--- src/rtl/jse_pkg.sv ---
// shared types, character codes and helpers for the json string escaper
`timescale 1ns / 1ps
package jse_pkg;

   localparam int QUEUE_DEPTH = 4;
   localparam int QPTR_BITS   = $clog2(QUEUE_DEPTH);
   localparam int QCNT_BITS   = $clog2(QUEUE_DEPTH + 1);

   localparam logic [1:0] KIND_NONE    = 2'd0;
   localparam logic [1:0] KIND_PLAIN   = 2'd1;
   localparam logic [1:0] KIND_SHORT   = 2'd2;
   localparam logic [1:0] KIND_UNICODE = 2'd3;

   localparam logic [15:0] QUOTE_CH   = 16'h0022;
   localparam logic [15:0] BSLASH_CH  = 16'h005C;
   localparam logic [15:0] SOLIDUS_CH = 16'h002F;
   localparam logic [15:0] BSPACE_CH  = 16'h0008;
   localparam logic [15:0] FFEED_CH   = 16'h000C;
   localparam logic [15:0] NLINE_CH   = 16'h000A;
   localparam logic [15:0] CRET_CH    = 16'h000D;
   localparam logic [15:0] TAB_CH     = 16'h0009;
   localparam logic [15:0] CTRL_LIMIT = 16'h0020;
   localparam logic [15:0] LET_B_CH   = 16'h0062;
   localparam logic [15:0] LET_F_CH   = 16'h0066;
   localparam logic [15:0] LET_N_CH   = 16'h006E;
   localparam logic [15:0] LET_R_CH   = 16'h0072;
   localparam logic [15:0] LET_T_CH   = 16'h0074;
   localparam logic [15:0] LET_U_CH   = 16'h0075;
   localparam logic [15:0] DIGIT0_CH  = 16'h0030;
   localparam logic [15:0] ALPHA_BASE = 16'h0037;

   typedef struct packed {
      logic [15:0] code_unit;
      logic        first_unit;
      logic        last_unit;
      logic        no_unit;
   } req_type;

   typedef struct packed {
      logic [15:0] out_char;
      logic        run_end;
      logic        string_end;
   } rsp_type;

   typedef struct packed {
      logic        first;
      logic        last;
      logic [1:0]  kind;
      logic [15:0] chr;
   } desc_type;

   function automatic logic [15:0] hex_char(input logic [3:0] digit);
      if (digit < 4'd10) begin
         return DIGIT0_CH + 16'(digit);
      end
      return ALPHA_BASE + 16'(digit);
   endfunction

endpackage

--- src/rtl/jse_front.sv ---
// front end: masks the code unit and classifies it into an expansion descriptor
`timescale 1ns / 1ps
module jse_front import jse_pkg::*; #(
   parameter int UNIT_BITS = 16
) (
   input  req_type  req_data,
   input  logic     req_valid,
   input  logic     queue_full,
   output logic     req_stall,
   output logic     push,
   output desc_type push_desc
);

   logic [15:0] unit;
   logic [15:0] esc;

   assign unit = 16'(req_data.code_unit[UNIT_BITS-1:0]);

   always_comb begin
      esc = unit;
      case (unit)
         QUOTE_CH, BSLASH_CH, SOLIDUS_CH: esc = unit;
         BSPACE_CH: esc = LET_B_CH;
         FFEED_CH:  esc = LET_F_CH;
         NLINE_CH:  esc = LET_N_CH;
         CRET_CH:   esc = LET_R_CH;
         TAB_CH:    esc = LET_T_CH;
         default:   esc = unit;
      endcase
   end

   always_comb begin
      push_desc.first = req_data.first_unit;
      push_desc.last  = req_data.last_unit;
      push_desc.chr   = esc;
      if (req_data.no_unit) begin
         push_desc.kind = KIND_NONE;
      end else begin
         case (unit)
            QUOTE_CH, BSLASH_CH, SOLIDUS_CH, BSPACE_CH, FFEED_CH, NLINE_CH, CRET_CH,
            TAB_CH: push_desc.kind = KIND_SHORT;
            default: begin
               if (unit < CTRL_LIMIT) begin
                  push_desc.kind = KIND_UNICODE;
               end else begin
                  push_desc.kind = KIND_PLAIN;
               end
            end
         endcase
      end
   end

   assign req_stall = queue_full;
   assign push = req_valid && !queue_full &&
                 (req_data.first_unit || req_data.last_unit || !req_data.no_unit);

endmodule

--- src/rtl/jse_queue.sv ---
// short descriptor queue between front and back
`timescale 1ns / 1ps
module jse_queue import jse_pkg::*; (
   input  logic     clock,
   input  logic     reset,
   input  logic     push,
   input  desc_type push_desc,
   input  logic     pop,
   output logic     full,
   output logic     empty,
   output desc_type head
);

   desc_type             mem_ff [QUEUE_DEPTH];
   logic [QPTR_BITS-1:0] wr_ptr_ff, wr_ptr_in;
   logic [QPTR_BITS-1:0] rd_ptr_ff, rd_ptr_in;
   logic [QCNT_BITS-1:0] count_ff, count_in;

   assign full  = (count_ff == QCNT_BITS'(QUEUE_DEPTH));
   assign empty = (count_ff == '0);
   assign head  = mem_ff[rd_ptr_ff];

   always_comb begin
      wr_ptr_in = wr_ptr_ff;
      rd_ptr_in = rd_ptr_ff;
      count_in  = count_ff;
      if (push) begin
         wr_ptr_in = wr_ptr_ff + QPTR_BITS'(1);
      end
      if (pop) begin
         rd_ptr_in = rd_ptr_ff + QPTR_BITS'(1);
      end
      if (push && !pop) begin
         count_in = count_ff + QCNT_BITS'(1);
      end else if (pop && !push) begin
         count_in = count_ff - QCNT_BITS'(1);
      end
   end

   always_ff @(posedge clock) begin
      if (reset) begin
         wr_ptr_ff <= '0;
         rd_ptr_ff <= '0;
         count_ff  <= '0;
      end else begin
         wr_ptr_ff <= wr_ptr_in;
         rd_ptr_ff <= rd_ptr_in;
         count_ff  <= count_in;
      end
   end

   always_ff @(posedge clock) begin
      if (push) begin
         mem_ff[wr_ptr_ff] <= push_desc;
      end
   end

   a_no_overflow: assert property (@(posedge clock) disable iff (reset)
      !(push && full))
      else $error("queue written while full");

   a_no_underflow: assert property (@(posedge clock) disable iff (reset)
      !(pop && empty))
      else $error("queue read while empty");

   a_count_range: assert property (@(posedge clock) disable iff (reset)
      count_ff <= QCNT_BITS'(QUEUE_DEPTH))
      else $error("queue count out of range");

endmodule

--- src/rtl/jse_back.sv ---
// back end: walks one descriptor into rsp_ff a character per cycle unless stalled
`timescale 1ns / 1ps
module jse_back import jse_pkg::*; (
   input  logic     clock,
   input  logic     reset,
   input  desc_type head,
   input  logic     empty,
   output logic     pop,
   output logic     rsp_valid,
   input  logic     rsp_stall,
   output rsp_type  rsp_data
);

   logic [2:0] step_ff, step_in;
   logic       rsp_valid_ff, rsp_valid_in;
   rsp_type    rsp_ff, rsp_in;
   logic [2:0] body_len;
   logic [3:0] total;
   logic [2:0] k;
   logic [15:0] body_char;
   logic       out_ready;
   logic       emit;
   logic       last_step;

   always_comb begin
      case (head.kind)
         KIND_PLAIN:   body_len = 3'd1;
         KIND_SHORT:   body_len = 3'd2;
         KIND_UNICODE: body_len = 3'd6;
         default:      body_len = 3'd0;
      endcase
   end

   assign total     = 4'(body_len) + 4'(head.first) + 4'(head.last);
   assign k         = step_ff - 3'(head.first);
   assign last_step = (4'(step_ff) == total - 4'd1);

   always_comb begin
      body_char = head.chr;
      case (head.kind)
         KIND_SHORT: body_char = (k == 3'd0) ? BSLASH_CH : head.chr;
         KIND_UNICODE: begin
            case (k)
               3'd0:    body_char = BSLASH_CH;
               3'd1:    body_char = LET_U_CH;
               3'd2:    body_char = DIGIT0_CH;
               3'd3:    body_char = DIGIT0_CH;
               3'd4:    body_char = hex_char(head.chr[7:4]);
               default: body_char = hex_char(head.chr[3:0]);
            endcase
         end
         default: body_char = head.chr;
      endcase
   end

   always_comb begin
      rsp_in.run_end = last_step;
      if (head.first && step_ff == 3'd0) begin
         rsp_in.out_char   = QUOTE_CH;
         rsp_in.string_end = 1'b0;
      end else if (4'(k) < 4'(body_len)) begin
         rsp_in.out_char   = body_char;
         rsp_in.string_end = 1'b0;
      end else begin
         rsp_in.out_char   = QUOTE_CH;
         rsp_in.string_end = 1'b1;
      end
   end

   assign out_ready = !rsp_valid_ff || !rsp_stall;
   assign emit      = !empty && out_ready;
   assign pop       = emit && last_step;

   always_comb begin
      step_in = step_ff;
      if (emit) begin
         step_in = last_step ? 3'd0 : step_ff + 3'd1;
      end
      if (emit) begin
         rsp_valid_in = 1'b1;
      end else if (out_ready) begin
         rsp_valid_in = 1'b0;
      end else begin
         rsp_valid_in = rsp_valid_ff;
      end
   end

   always_ff @(posedge clock) begin
      if (reset) begin
         step_ff      <= '0;
         rsp_valid_ff <= 1'b0;
      end else begin
         step_ff      <= step_in;
         rsp_valid_ff <= rsp_valid_in;
      end
   end

   always_ff @(posedge clock) begin
      if (emit) begin
         rsp_ff <= rsp_in;
      end
   end

   assign rsp_valid = rsp_valid_ff;
   assign rsp_data  = rsp_ff;

   a_step_in_run: assert property (@(posedge clock) disable iff (reset)
      !empty |-> (4'(step_ff) < total))
      else $error("expansion step beyond run length");

   a_close_ends_run: assert property (@(posedge clock) disable iff (reset)
      (rsp_valid && rsp_data.string_end) |-> (rsp_data.run_end && rsp_data.out_char == QUOTE_CH))
      else $error("closing quote not at end of run");

   a_idle_step: assert property (@(posedge clock) disable iff (reset)
      empty |-> (step_ff == 3'd0))
      else $error("step left mid-run with queue empty");

endmodule

--- src/rtl/json_string_escaper.sv ---
// top level of the json string escaper
// Takes one code unit per transfer and returns the JSON-quoted text one character per
// transfer. An unescaped string streams at one unit per cycle while rsp_stall is low; the
// output side emits from 1 to 8 characters per unit (quotes, a two-character escape, or a
// six-character \u escape), and its one-character-per-cycle output sequencer sets the
// sustained rate. A four-entry descriptor queue sits between the classifier and the
// sequencer, so req_stall rises only when it fills. Units carrying nothing to emit are
// taken and dropped. The last character of each unit's run has run_end set, a closing
// quote has string_end set. No state is kept between units.
`timescale 1ns / 1ps
module json_string_escaper import jse_pkg::*; #(
   parameter int CHAR_BITS = 16
) (
   input  logic    clock,
   input  logic    reset,
   input  logic    req_valid,
   output logic    req_stall,
   input  req_type req_data,
   output logic    rsp_valid,
   input  logic    rsp_stall,
   output rsp_type rsp_data
);

   localparam int UNIT_BITS = (CHAR_BITS < 16) ? CHAR_BITS : 16;

   logic     push;
   logic     pop;
   logic     full;
   logic     empty;
   desc_type push_desc;
   desc_type head;

   jse_front #(
      .UNIT_BITS(UNIT_BITS)
   ) u_front (
      .req_data  (req_data),
      .req_valid (req_valid),
      .queue_full(full),
      .req_stall (req_stall),
      .push      (push),
      .push_desc (push_desc)
   );

   jse_queue u_queue (
      .clock    (clock),
      .reset    (reset),
      .push     (push),
      .push_desc(push_desc),
      .pop      (pop),
      .full     (full),
      .empty    (empty),
      .head     (head)
   );

   jse_back u_back (
      .clock    (clock),
      .reset    (reset),
      .head     (head),
      .empty    (empty),
      .pop      (pop),
      .rsp_valid(rsp_valid),
      .rsp_stall(rsp_stall),
      .rsp_data (rsp_data)
   );

endmodule
--- config.mk ---
export PLATFORM = sky130hd
export DESIGN_NAME = json_string_escaper
export DESIGN_NICKNAME = d
export VERILOG_FILES = /design/src/rtl/jse_pkg.sv /design/src/rtl/jse_front.sv /design/src/rtl/jse_queue.sv /design/src/rtl/jse_back.sv /design/src/rtl/json_string_escaper.sv
export SDC_FILE = /design/constraint.sdc
export NUM_CORES = 1
export LEC_CHECK = 0
export BUFFER_PORTS_ARGS = -buffer_cell sky130_fd_sc_hd__buf_2
export CAP_MARGIN = 20
export CORE_MARGIN = 3
export CORE_UTILIZATION = 45
export CTS_CLUSTER_DIAMETER = 100
export DETAILED_ROUTE_END_ITERATION = 10
export REMOVE_ABC_BUFFERS = 1
export SYNTH_ARGS = -nofsm -noshare
export SYNTH_HDL_FRONTEND = slang
export SYNTH_SLANG_ARGS = --single-unit
--- constraint.sdc ---
create_clock -name clock -period 8.9 [get_ports clock]
set_clock_uncertainty 0.05 [all_clocks]
set_input_delay 1.335 -clock clock [delete_from_list [all_inputs] [get_ports clock]]
set_output_delay 1.335 -clock clock [all_outputs]
set_load 0.1 [all_outputs]
### Word level (Yosys, flattened, before mapping)

Memories as Yosys holds them, arrays and structs flattened. A register that Yosys moved wholly into a read port is not among the register bits.
Index checks and enable logic that the tools add are counted.

| cells by class | value |
|---|---|
| add/subtract/negate cells | 13 |
| $lt $le $gt $ge | 4 |
| eq/ne operators | 17 |
| multiplexer cells | 28 |
| bitwise gates (word level) | 1 |
| reductions and logical operators | 26 |

Operator list:

| kind | count |
|---|---|
| 16-bit by 4-bit equality test with 1-bit output, second input constant | 5 |
| 16-bit 2-to-1 mux | 5 |
| 16-bit case mux with 5 select lines | 1 |
| 16-bit case mux with 4 select lines | 1 |
| 16-bit by 6-bit equality test with 1-bit output, second input constant | 2 |
| 16-bit case mux with 2 select lines | 1 |
| 6-bit by 4-bit adder with 7-bit output, first input constant | 4 |
| 16-bit by 7-bit equality test with 1-bit output, second input constant | 1 |
| 16-bit by 6-bit < comparator with 1-bit output, second input constant | 1 |
| 1-bit 2-to-1 mux | 11 |
| 2-bit 2-to-1 mux | 5 |
| 3-bit logical NOT | 3 |
| 3-bit 2-to-1 mux | 3 |
| 3-bit case mux with 3 select lines | 1 |
| 4-bit < comparator, second input constant | 2 |
| 8-bit OR reduction | 1 |
| 1-bit logical AND | 7 |
| 1-bit logical NOT | 7 |
| 3-bit by 1-bit adder with 3-bit output, second input constant | 2 |
| 3-bit by 2-bit equality test with 1-bit output, second input constant | 2 |
| 3-bit equality test, second input constant | 2 |
| 5-bit OR reduction | 1 |
| 2-bit by 1-bit adder with 2-bit output, second input constant | 2 |
| 3-bit by 1-bit adder with 4-bit output | 1 |
| other kinds (13) | 18 |

| storage, ports and cells | value |
|---|---|
| bits in registers | 29 |
| RAM bits | 80 |
| bits of input ports | 23 |
| output and inout bits | 20 |
| word-level logic and storage cells | 98 |
| memories kept | 1 |

Memories:

| memory | words | bits a word | read ports | clocked after Yosys merged registers in | wr ports | RTL line | text |
|---|---|---|---|---|---|---|---|
| u_queue.mem_ff | 4 | 20 | 1 | 1 | 1 | jse_queue.sv:14 | `desc_type mem_ff [QUEUE_DEPTH];` |

### Longest topological paths before layout

Gate-level depths: netlist (run 1).

| depth | value |
|---|---|
| depth after elaboration | 10 |
| mapped depth | 20 |
| gate-level depth less buffers | 19 |

### Cells and area by module

Synthesis (run 1) repeated with hierarchy kept, for this count alone.

| unflattened totals | value |
|---|---|
| cell total of the unflattened synthesis | 348 |
| area total of the unflattened synthesis | 5126.2 um^2 |

Modules (own cells, without submodules):

| module | times used | cells an instance | area each (um^2) | seq. area each (um^2) |
|---|---|---|---|---|
| jse_queue | 1 | 148 | 3314.4 | 2582.5 |
| jse_back | 1 | 146 | 1498.9 | 620.6 |
| jse_front | 1 | 54 | 312.8 | 0.0 |

### Worst setup path before layout (run 1)

OpenSTA, ideal clock, no wires.

| timing | value |
|---|---|
| kind | reg-to-reg |
| start | register with a tool-made name |
| end | register u_queue.count_ff[2] |
| setup time | 0.071 ns |
| arrival | 4.274 ns |
| data required time | 8.779 ns |
| slack | 4.505 ns |
| cell stages (with the launch flop) | 21 |
| path buffers | 2 |
| path through | dfxtp_1 -> buf_6 -> buf_2 -> mux4_2 -> inv_1 -> ha_1 -> inv_1 -> ha_1 -> inv_1 -> fa_1 -> xnor2_1 -> and3_1 -> o311ai_4 -> inv_2 -> nand2_1 -> ha_1 -> inv_1 -> fa_1 -> xor2_1 -> or3_1 -> a21oi_1 |

RTL lines:

| what | RTL line | text |
|---|---|---|
| end signal, assigned | jse_queue.sv:48 | `count_ff <= count_in;` |
| end, declared | jse_queue.sv:17 | `logic [QCNT_BITS-1:0] count_ff, count_in;` |

==> summary.md, run 1 <==
| Metric | Value |
|---|---|
| Mapped Cells | `346` |
| Worst IR Drop VDD | `0.277 mV` |
| Final Util | `0.524` |
| Commonest non-fill, non-tap cell in the layout | `edfxtp_1` |
| FILL cells | `911` |
| Cell area after synthesis | `0.00510 mm2` |
| Placement Rows | `38` |
| Register area | `0.00320 mm2` |
| Final net count | `425` |
| Port-buffer cells | `42` |
| Syn Area/Cell | `14.7 um2` |
| #FFs+latches synth | `111` |
| Worst reg2reg endpoint | `u_queue.count_ff[2]` |
| Final setup violation count | `0` |
| Status | `finished, final reports clean` |
| Post-synth EDFFs | `98` |
| Register area share after synthesis | `0.629` |
| CP max FO | `20` |
| Initial antenna violation count | `0` |
| Core area | `0.0109 mm2` |
| CTS tree | `yes` |
| Reg clk slew, reported paths | `0.08 ns` |
| Worst Hold Depth | `2` |
| Most frequent cells in the layout | `edfxtp_1 (98), buf_2 (42), inv_1 (23)` |
| Final count of hold timing violations | `0` |
| Tcrit/Tclk final | `0.559` |
| Die W | `112 um` |
| Cell depth of the worst flop-to-flop path | `19` |
| Detailed Route WL | `9150 um` |
| Inserted Clock Buffers | `9` |
| Top post-synthesis cells by area | `edfxtp_1 (58%), mux4_2 (7.5%), dfxtp_1 (5.1%)` |
| Worst-Skew Late Latency | `0.34 ns` |
| Max_cap viols | `0` |
| Hold Crit Class | `register to register` |
| Setup CP Type | `register to register` |
| Vias in the first global route | `2951` |
| Hold WS | `0.429 ns` |
| Die Y-Extent | `112 um` |
| Most used DFF post-synth | `edfxtp_1` |
| Top-area cell type share of the netlist area | `0.577` |
| Yosys warning count | `0` |
| FMAX | `201 MHz` |
| CP arrival | `5.20 ns` |
| Worst slew pin tran | `1.05 ns` |
| RSZ-0062 raised after global routing | `no` |
| Netlist cell types | `63` |
| R2R setup slack | `3.93 ns` |
| Number of vias per cell | `5.44` |
| Final Max Tran Viols | `0` |
| Max Root-Sink Buffers | `2` |
| Slew margin rel. | `0.298` |
| Diode count | `0` |
| Multi-input combinational cell area | `0.00171 mm2` |
| GP Congestion | `0.804` |
| ANT nets after route | `0` |
| Num Clock Sinks | `111` |
| Post-synth ARST share | `0` |
| Grt ovf | `0` |
| Tmin final | `4.97 ns` |
| Largest net degree at the start of global routing | `24` |
| Worst Path Required | `9.12 ns` |
| DRC viols | `0` |
| Dominant cell type by area after synthesis | `edfxtp_1` |
| 1st-iter DRT viols | `93` |
| Setup_tns | `0 ns` |
| DP HPWL | `6370 um` |
| Top-Level Pins | `43` |
| Routed WL per cell | `17.3 um` |
| Share of layout cells above drive strength 1 | `0.224` |
| Post-cts gate resize count | `0` |
| Vias | `2877` |
| H-tree Lvls | `3` |
| Critical path endpoint category | `register` |
| P per Cell Area | `374 mW/mm2` |
| Total track usage | `0.153` |
| Post-CTS Setup Inserts | `0` |
| Initial Util | `0.466` |
| Critical Path End | `u_queue.count_ff[2]` |
| 1st-pass router iterations | `4` |
| Startpoint class of the critical path | `register` |
| Hold buffers post-CTS | `0` |
| First-pass GRT wire length | `15100 um` |
| CTS root buffer | `clkbuf_16` |
| Layout Area Growth over Synthesis | `12.4%` |
| Leakage | `2.09 nW` |
| Die area | `0.0126 mm2` |
==> cell families (layout without fill, tap and decap cells) <==
group,after synthesis,in the layout,synth area share
AO/OA/AOI/OAI,62,62,0.0862
XOR/XNOR,7,7,0.0120
adder cells (fa/ha/maj),18,18,0.0471
buffers and inverters,42,85,0.0351
flip-flops,111,111,0.629
multiplexers,23,23,0.0967
AND/OR/NAND/NOR,83,83,0.0943
==> layer usage <==
metal | GRT usage | vias to the layer above | routed length, um
met5 | 0 | - | 0
met4 | 0.0425 | 0 | 89
met3 | 0.0323 | 5 | 267
met2 | 0.255 | 50 | 4490
met1 | 0.204 | 1416 | 4300
li1 | - | 1406 | -
==> registers in the layout, summed over array words and instances, names as in the netlist, named ones only <==
signal             cells
u_queue.mem_ff        80
u_back.rsp_data       18
u_back.step_ff         3
u_queue.count_ff       3
u_queue.rd_ptr_ff      2
u_queue.wr_ptr_ff      2
u_back.rsp_valid       1
==> synth_stat cells (3+ instances only) <==
cell	number
nand3_1	7
and2_1	6
a31oi_1	3
mux4_2	17
nor3_1	4
clkbuf_1	12
a21oi_1	20
edfxtp_1	98
a211oi_1	3
nor2b_1	4
nand2b_1	3
nor3b_1	3
xor2_1	4
a21o_1	3
buf_2	3
xnor2_1	3
dfxtp_1	13
nand2_1	14
inv_1	23
mux4_1	3
ha_1	16
o21ai_0	11
nor2_1	14
and3_1	10
==> power breakdown <==
part | switching (W) | leakage (nW) | internal (W) | total [W]
registers | 0.0000328 | 1.01 | 0.000696 | 0.000729
logic | 0.000713 | 0.928 | 0.000286 | 0.000999
clock network | 0.000187 | 0.153 | 0.000224 | 0.000412
total | 0.000933 | 2.09 | 0.00121 | 0.00214
==> final cells by class <==
cell class / instances / share of cell area
Timing Repair Buffer: 44 / 0.0393
Clock inverter: 7 / 0.0153
Multi-Input combinational cell: 193 / 0.299
Tap cell: 140 / 0.0306
Sequential cell: 111 / 0.559
Inverter: 25 / 0.0168
Clock buffer: 9 / 0.0393
==> worst min-delay path by stage <==
stage                                   start                   to  slack [ns]
final                        u_back.rsp_valid     u_back.rsp_valid        0.43
after global placement       u_back.rsp_valid     u_back.rsp_valid        0.40
after detailed placement     u_back.rsp_valid     u_back.rsp_valid        0.42
after floorplan           u_queue.count_ff[2]  u_queue.count_ff[2]        0.41
after global routing         u_back.rsp_valid     u_back.rsp_valid        0.46
after CTS                    u_back.rsp_valid     u_back.rsp_valid        0.43
==> worst max-delay path, stage by stage (launching register included) <==
cell and delay, ns:
dfxtp_1 0.96, mux4_2 0.54, inv_4 0.13, nand2_1 0.06, ha_1 0.27, inv_1 0.06, ha_1 0.18, inv_1 0.06
fa_1 0.37, xnor2_1 0.22, nor2_1 0.10, o311ai_4 0.41, inv_2 0.09, nand2_1 0.09, ha_1 0.20, inv_1 0.07
fa_1 0.43, xor2_1 0.15, or3_1 0.31, a21oi_1 0.14
==> stage by stage <==
stage / power (W) / std cells / setup slack, ns / instance area [um2]
6_report: 0.00214 / 529 / 3.93 / 5730
5_1_grt: 0.00227 / 529 / 3.50 / 5730
4_1_cts: 0.00216 / 528 / 3.88 / 5720
3_5_place_dp: 0.00174 / 512 / 3.90 / 5410
3_3_place_gp: 0.00173 / 512 / 4.04 / 5410
2_1_floorplan: 0.00156 / 329 / 4.00 / 5010
Power figures use the tool's default switching activity.
==> run 2, diff against run 1 <==
Clock period 8.9 ns to 4.9 ns, I/O delays scaled along.
==> run 2 against run 1 <==
Effect of this change:
- fmax up 8.2%
- wire length down 1.6%
- final cell count up 1.1%
- worst hold slack better by 0.0042 ns
- via count up 1.0%
- combinational power up 84%
- critical endpoint unchanged
- largest cell class unchanged
- highest routed layer unchanged
==> summary.md, run 2 (same netlist as run 1, synthesis figures left out) <==
| Metric | Value |
|---|---|
| Final setup violation count | `0` |
| Worst IR Drop VDD | `0.516 mV` |
| CP arrival | `4.83 ns` |
| Vias in the first global route | `2899` |
| Final net count | `431` |
| Tcrit/Tclk final | `0.938` |
| 1st-iter DRT viols | `153` |
| Layout Cells excl Fill | `535` |
| Vias | `2906` |
| Reg clk slew, reported paths | `0.08 ns` |
| CTS root buffer | `clkbuf_16` |
| CTS tree | `yes` |
| Share of layout cells above drive strength 1 | `0.235` |
| Num Clock Sinks | `111` |
| Top-Level Pins | `43` |
| Worst slew pin tran | `1.07 ns` |
| Detailed Route WL | `9010 um` |
| Leakage | `2.12 nW` |
| Die W | `112 um` |
| Initial Util | `0.466` |
| H-tree Lvls | `3` |
| Setup CP Type | `register to register` |
| P per Cell Area | `672 mW/mm2` |
| Routed WL per cell | `16.8 um` |
| Hold buffers post-CTS | `0` |
| Tmin final | `4.60 ns` |
| Largest net degree at the start of global routing | `24` |
| Layout Area Growth over Synthesis | `13.4%` |
| Slew margin rel. | `0.285` |
| Die area | `0.0126 mm2` |
| CP max FO | `7` |
| Core area | `0.0109 mm2` |
| FMAX | `218 MHz` |
| Worst-Skew Late Latency | `0.34 ns` |
| Critical path endpoint category | `register` |
| Largest register FFs | `80` |
| FILL cells | `930` |
| Diode count | `0` |
| Worst Path Required | `5.13 ns` |
| Final Max Tran Viols | `0` |
| DP HPWL | `6290 um` |
| RSZ-0062 raised after global routing | `no` |
| First-pass GRT wire length | `14900 um` |
| Commonest non-fill, non-tap cell in the layout | `edfxtp_1` |
| Setup_tns | `0 ns` |
| DRC viols | `0` |
| Grt ovf | `0` |
| Initial antenna violation count | `0` |
| Hold Crit Class | `register to register` |
| 1st-pass router iterations | `4` |
| GP Congestion | `0.843` |
| Startpoint class of the critical path | `register` |
| Status | `finished, final reports clean` |
| Placed cells | `515` |
| Most frequent cells in the layout | `edfxtp_1 (98), buf_2 (42), inv_1 (23)` |
| ANT nets after route | `0` |
| Total track usage | `0.148` |
| Post-cts gate resize count | `0` |
| Placement Rows | `38` |
| Final count of hold timing violations | `0` |
| Number of vias per cell | `5.43` |
| Port-buffer cells | `42` |
| Die Y-Extent | `112 um` |
| Inserted Clock Buffers | `9` |
| Max Root-Sink Buffers | `2` |
| Max_cap viols | `0` |
| Top reg by flops | `u_queue.mem_ff` |
==> run 2: changes by cell type in the layout (fill, tap and decap cells not counted), sizes merged <==
cell    change
clkbuf      -1
buf         +7
clkinv      +2
inv         -1
bufinv      -1
==> run 2: per-stage QoR <==
| step | utilization | power, W | instance area, um2 | setup slack (ns) | hold WS (ns) |
|---|---|---|---|---|---|
| floorplan | - | 0.00283 | 5010 | 0.000487 | 0.411 |
| global placement | 0.496 | 0.00315 | 5430 | 0.432 | 0.400 |
| detailed placement | 0.496 | 0.00317 | 5430 | 0.243 | 0.426 |
| CTS | 0.524 | 0.00389 | 5730 | 0.232 | 0.437 |
| global route | 0.529 | 0.00412 | 5780 | 0.0212 | 0.494 |
| finish | 0.529 | 0.00388 | 5780 | 0.302 | 0.433 |
==> run 2: worst paths after layout <==
check | cells after the start | endpoint | slack, ns | from
max | 19 | u_queue.count_ff[2] | 0.30 | register
min | 2 | u_back.rsp_valid | 0.43 | u_back.rsp_valid
max reg2reg | 19 | u_queue.count_ff[2] | 0.30 | register
min reg2reg | 2 | u_back.rsp_valid | 0.43 | u_back.rsp_valid
==> run 2: cell type report <==
cell class                 instances  area (um2)  area share
sequential                       111        3200       0.554
multi-input combinational        193        1710       0.297
timing repair buffer              50         290      0.0502
clock buffer                       9         225      0.0390
tap                              140         175      0.0303
inverter                          25        96.3      0.0167
clock inverter                     7        76.3      0.0132
==> run 2: worst max-delay path, stage by stage, from the launching register on <==
cell      delay, ns
dfxtp_1        0.47
mux4_2         0.63
inv_4          0.12
nand2_1        0.06
ha_1           0.26
inv_1          0.06
ha_1           0.18
inv_1          0.06
fa_1           0.39
xnor2_1        0.23
nor2_1         0.10
o311ai_4       0.40
inv_2          0.09
nand2_1        0.11
ha_1           0.21
inv_1          0.08
fa_1           0.43
xor2_1         0.16
or3_1          0.30
a21oi_1        0.14
==> run 2: repair_timing <==
action,CTS,global route
setup buffers,0,3
endpoints found under the setup margin,0,1
endpoints found under the hold margin,0,0
==> run 2: power breakdown <==
part	internal (W)	switching [W]	total, W
clock network	0.000361	0.000356	0.000717
logic	0.000541	0.00130	0.00184
registers	0.00126	0.0000618	0.00133
total	0.00217	0.00172	0.00388
==> run 2: layer usage <==
| metal | up-vias | wire (um) | GRT usage |
|---|---|---|---|
| met5 | - | 0 | 0 |
| met4 | 0 | 129 | 0.0529 |
| met3 | 11 | 264 | 0.0259 |
| met2 | 56 | 4150 | 0.232 |
| met1 | 1424 | 4460 | 0.211 |
| li1 | 1415 | - | - |
==> run 3, diff against run 2 <==
Settings changed: CORE_UTILIZATION 45 to 50, PLACE_DENSITY set to 0.69.
==> run 3 against run 2 <==
Effect of this change:
- setup slack gained 0.079 ns
- global-route usage grew 1.5 points
- fmax rose by 1.7%
- total power decreased by 3.5%
- largest cell class unchanged
- sequential power is essentially flat
- die area fell by 9.5%
- sequential share of layout area grew 0.95 points
- worst hold slack worse by 0.012 ns
- via count about the same
- clock-buffer cell count up 1
- critical path depth unchanged
- combinational power is essentially flat
==> summary.md, run 3 (same netlist as run 1, synthesis figures left out) <==
| Metric | Value |
|---|---|
| CTS root buffer | `clkbuf_8` |
| 1st-iter DRT viols | `146` |
| Tcrit/Tclk final | `0.922` |
| CTS tree | `yes` |
| Num Clock Sinks | `111` |
| FMAX | `221 MHz` |
| Logic pwr share | `0.488` |
| FILL cells | `791` |
| Final count of hold timing violations | `0` |
| Most frequent cells in the layout | `edfxtp_1 (98), buf_2 (42), inv_1 (23)` |
| Int Pwr | `0.00210 W` |
| Die Y-Extent | `107 um` |
| CP arrival | `4.76 ns` |
| Number of vias per cell | `5.51` |
| Max Root-Sink Buffers | `2` |
| CP max FO | `7` |
| Clk pwr share | `0.157` |
| ANT nets after route | `0` |
| Final setup violation count | `0` |
| Port-buffer cells | `42` |
| RSZ-0062 raised after global routing | `no` |
| Hold buffers post-CTS | `0` |
| Tmin final | `4.52 ns` |
| Grt ovf | `0` |
| Worst Path Required | `5.14 ns` |
| Critical path endpoint category | `register` |
| DRC viols | `0` |
| Min-Delay Endpoint | `u_back.rsp_valid` |
| Hold Crit Class | `register to register` |
| Diode count | `0` |
| Largest register FFs | `80` |
| Sw Pwr | `0.00165 W` |
| Hold_sp | `u_back.rsp_valid` |
| 1st-pass router iterations | `4` |
| Sw frac | `0.440` |
| R2R setup slack | `0.38 ns` |
| Inserted Clock Buffers | `9` |
| Total power | `0.00375 W` |
| Setup_tns | `0 ns` |
| Hold WS | `0.421 ns` |
| Startpoint class of the critical path | `register` |
| Worst reg2reg endpoint | `u_queue.count_ff[2]` |
| Leakage | `2.08 nW` |
| GP Congestion | `0.855` |
| Core area | `0.00982 mm2` |
| Final net count | `430` |
| Worst slew pin tran | `1.00 ns` |
| Vias | `2905` |
| P per Cell Area | `659 mW/mm2` |
| Top-Level Pins | `43` |
| Commonest non-fill, non-tap cell in the layout | `edfxtp_1` |
| DP HPWL | `5960 um` |
| Worst-Skew Late Latency | `0.36 ns` |
| Layout Area Growth over Synthesis | `11.6%` |
| Detailed Route WL | `8550 um` |
| Largest net degree at the start of global routing | `24` |
| First-pass GRT wire length | `14400 um` |
| Status | `finished, final reports clean` |
| Initial Util | `0.519` |
| Die area | `0.0114 mm2` |
| Sequential Power Share | `0.354` |
| Max_cap viols | `0` |
| H-tree Lvls | `3` |
| Slew margin rel. | `0.332` |
| Total track usage | `0.163` |
| Die W | `107 um` |
| Reg clk slew, reported paths | `0.10 ns` |
| Share of layout cells above drive strength 1 | `0.236` |
| Top reg by flops | `u_queue.mem_ff` |
| Worst IR Drop VDD | `0.316 mV` |
| Cell depth of the worst flop-to-flop path | `19` |
| Routed WL per cell | `16.2 um` |
| Setup CP Type | `register to register` |
| Worst Hold Depth | `2` |
| Initial antenna violation count | `0` |
| Vias in the first global route | `2857` |
| Placement Rows | `36` |
| Final Max Tran Viols | `0` |
## run 3: cell count changes in the layout (fill, tap and decap cells not counted)
cell and delta:
bufinv_16 +2, inv_6 +1, inv_8 -2, clkinv_1 -1
clkbuf_4 +1, buf_4 -2, dfxtp_1 -1, clkbuf_1 +1
clkbuf_8 +9, dfxtp_2 +1, clkbuf_16 -9, clkinvlp_4 +1
clkinv_8 -2
## run 3: area by class of cell
class / count / area (um2) / share of cell area
multi-input combinational: 193 / 1710 / 0.301
tap: 133 / 166 / 0.0293
timing repair buffer: 49 / 283 / 0.0497
sequential: 111 / 3200 / 0.564
inverter: 25 / 96.3 / 0.0169
clock buffer: 10 / 128 / 0.0224
clock inverter: 6 / 93.8 / 0.0165
## run 3: worst max-delay path, cell delays in order (launching register included)
cell and delay (ns):
dfxtp_2 0.43, mux4_2 0.59, inv_4 0.11, nand2_1 0.05, ha_1 0.26, inv_1 0.05
ha_1 0.19, inv_1 0.06, fa_1 0.37, xnor2_1 0.17, and3_1 0.21, o311ai_4 0.40
inv_2 0.09, nand2_1 0.11, ha_1 0.20, inv_1 0.07, fa_1 0.42, xor2_1 0.16
or3_1 0.30, a21oi_1 0.13
## run 3: how the worst max path moves through the flow
stage / cells after the start / endpoint / slack (ns)
floorplan: 19 / u_queue.count_ff[2] / 0.0005
global placement: 19 / u_queue.count_ff[2] / 0.43
detailed placement: 19 / u_queue.count_ff[2] / 0.21
CTS: 19 / u_queue.count_ff[2] / 0.17
global route: 19 / u_queue.count_ff[2] / 0.04
finish: 19 / u_queue.count_ff[2] / 0.38
## run 3: through the flow
| step | setup WS (ns) | utilization | instance area [um2] | instances |
|---|---|---|---|---|
| 6_report | 0.381 | 0.579 | 5690 | 527 |
| 5_1_grt | 0.0359 | 0.579 | 5690 | 527 |
| 3_5_place_dp | 0.207 | 0.550 | 5410 | 506 |
| 3_3_place_gp | 0.433 | 0.550 | 5410 | 506 |
| 2_1_floorplan | 0.000487 | - | 5010 | 329 |
| 4_1_cts | 0.166 | 0.573 | 5630 | 522 |
## run 3: power groups by stage
stage / Clock [W] / Combinational [W] / Sequential, W
3_3_place_gp: 0 / 0.00177 / 0.00134
6_report: 0.000589 / 0.00183 / 0.00133
4_1_cts: 0.000602 / 0.00181 / 0.00133
2_1_floorplan: 0 / 0.000885 / 0.00195
3_5_place_dp: 0 / 0.00180 / 0.00135
5_1_grt: 0.000635 / 0.00199 / 0.00135
## run 3: repair_timing
action / in CTS / in global routing
setup endpoints to repair: 0 / 1
setup buffers: 0 / 3
resized for setup: 0 / 1
## run 3: per-layer routing
| layer | wire length (um) | track usage | vias to the layer above |
|---|---|---|---|
| met4 | 138 | 0.0685 | 0 |
| met1 | 4150 | 0.233 | 1433 |
| li1 | - | - | 1407 |
| met3 | 242 | 0.0241 | 10 |
| met2 | 4030 | 0.252 | 55 |
| met5 | 0 | 0 | - |
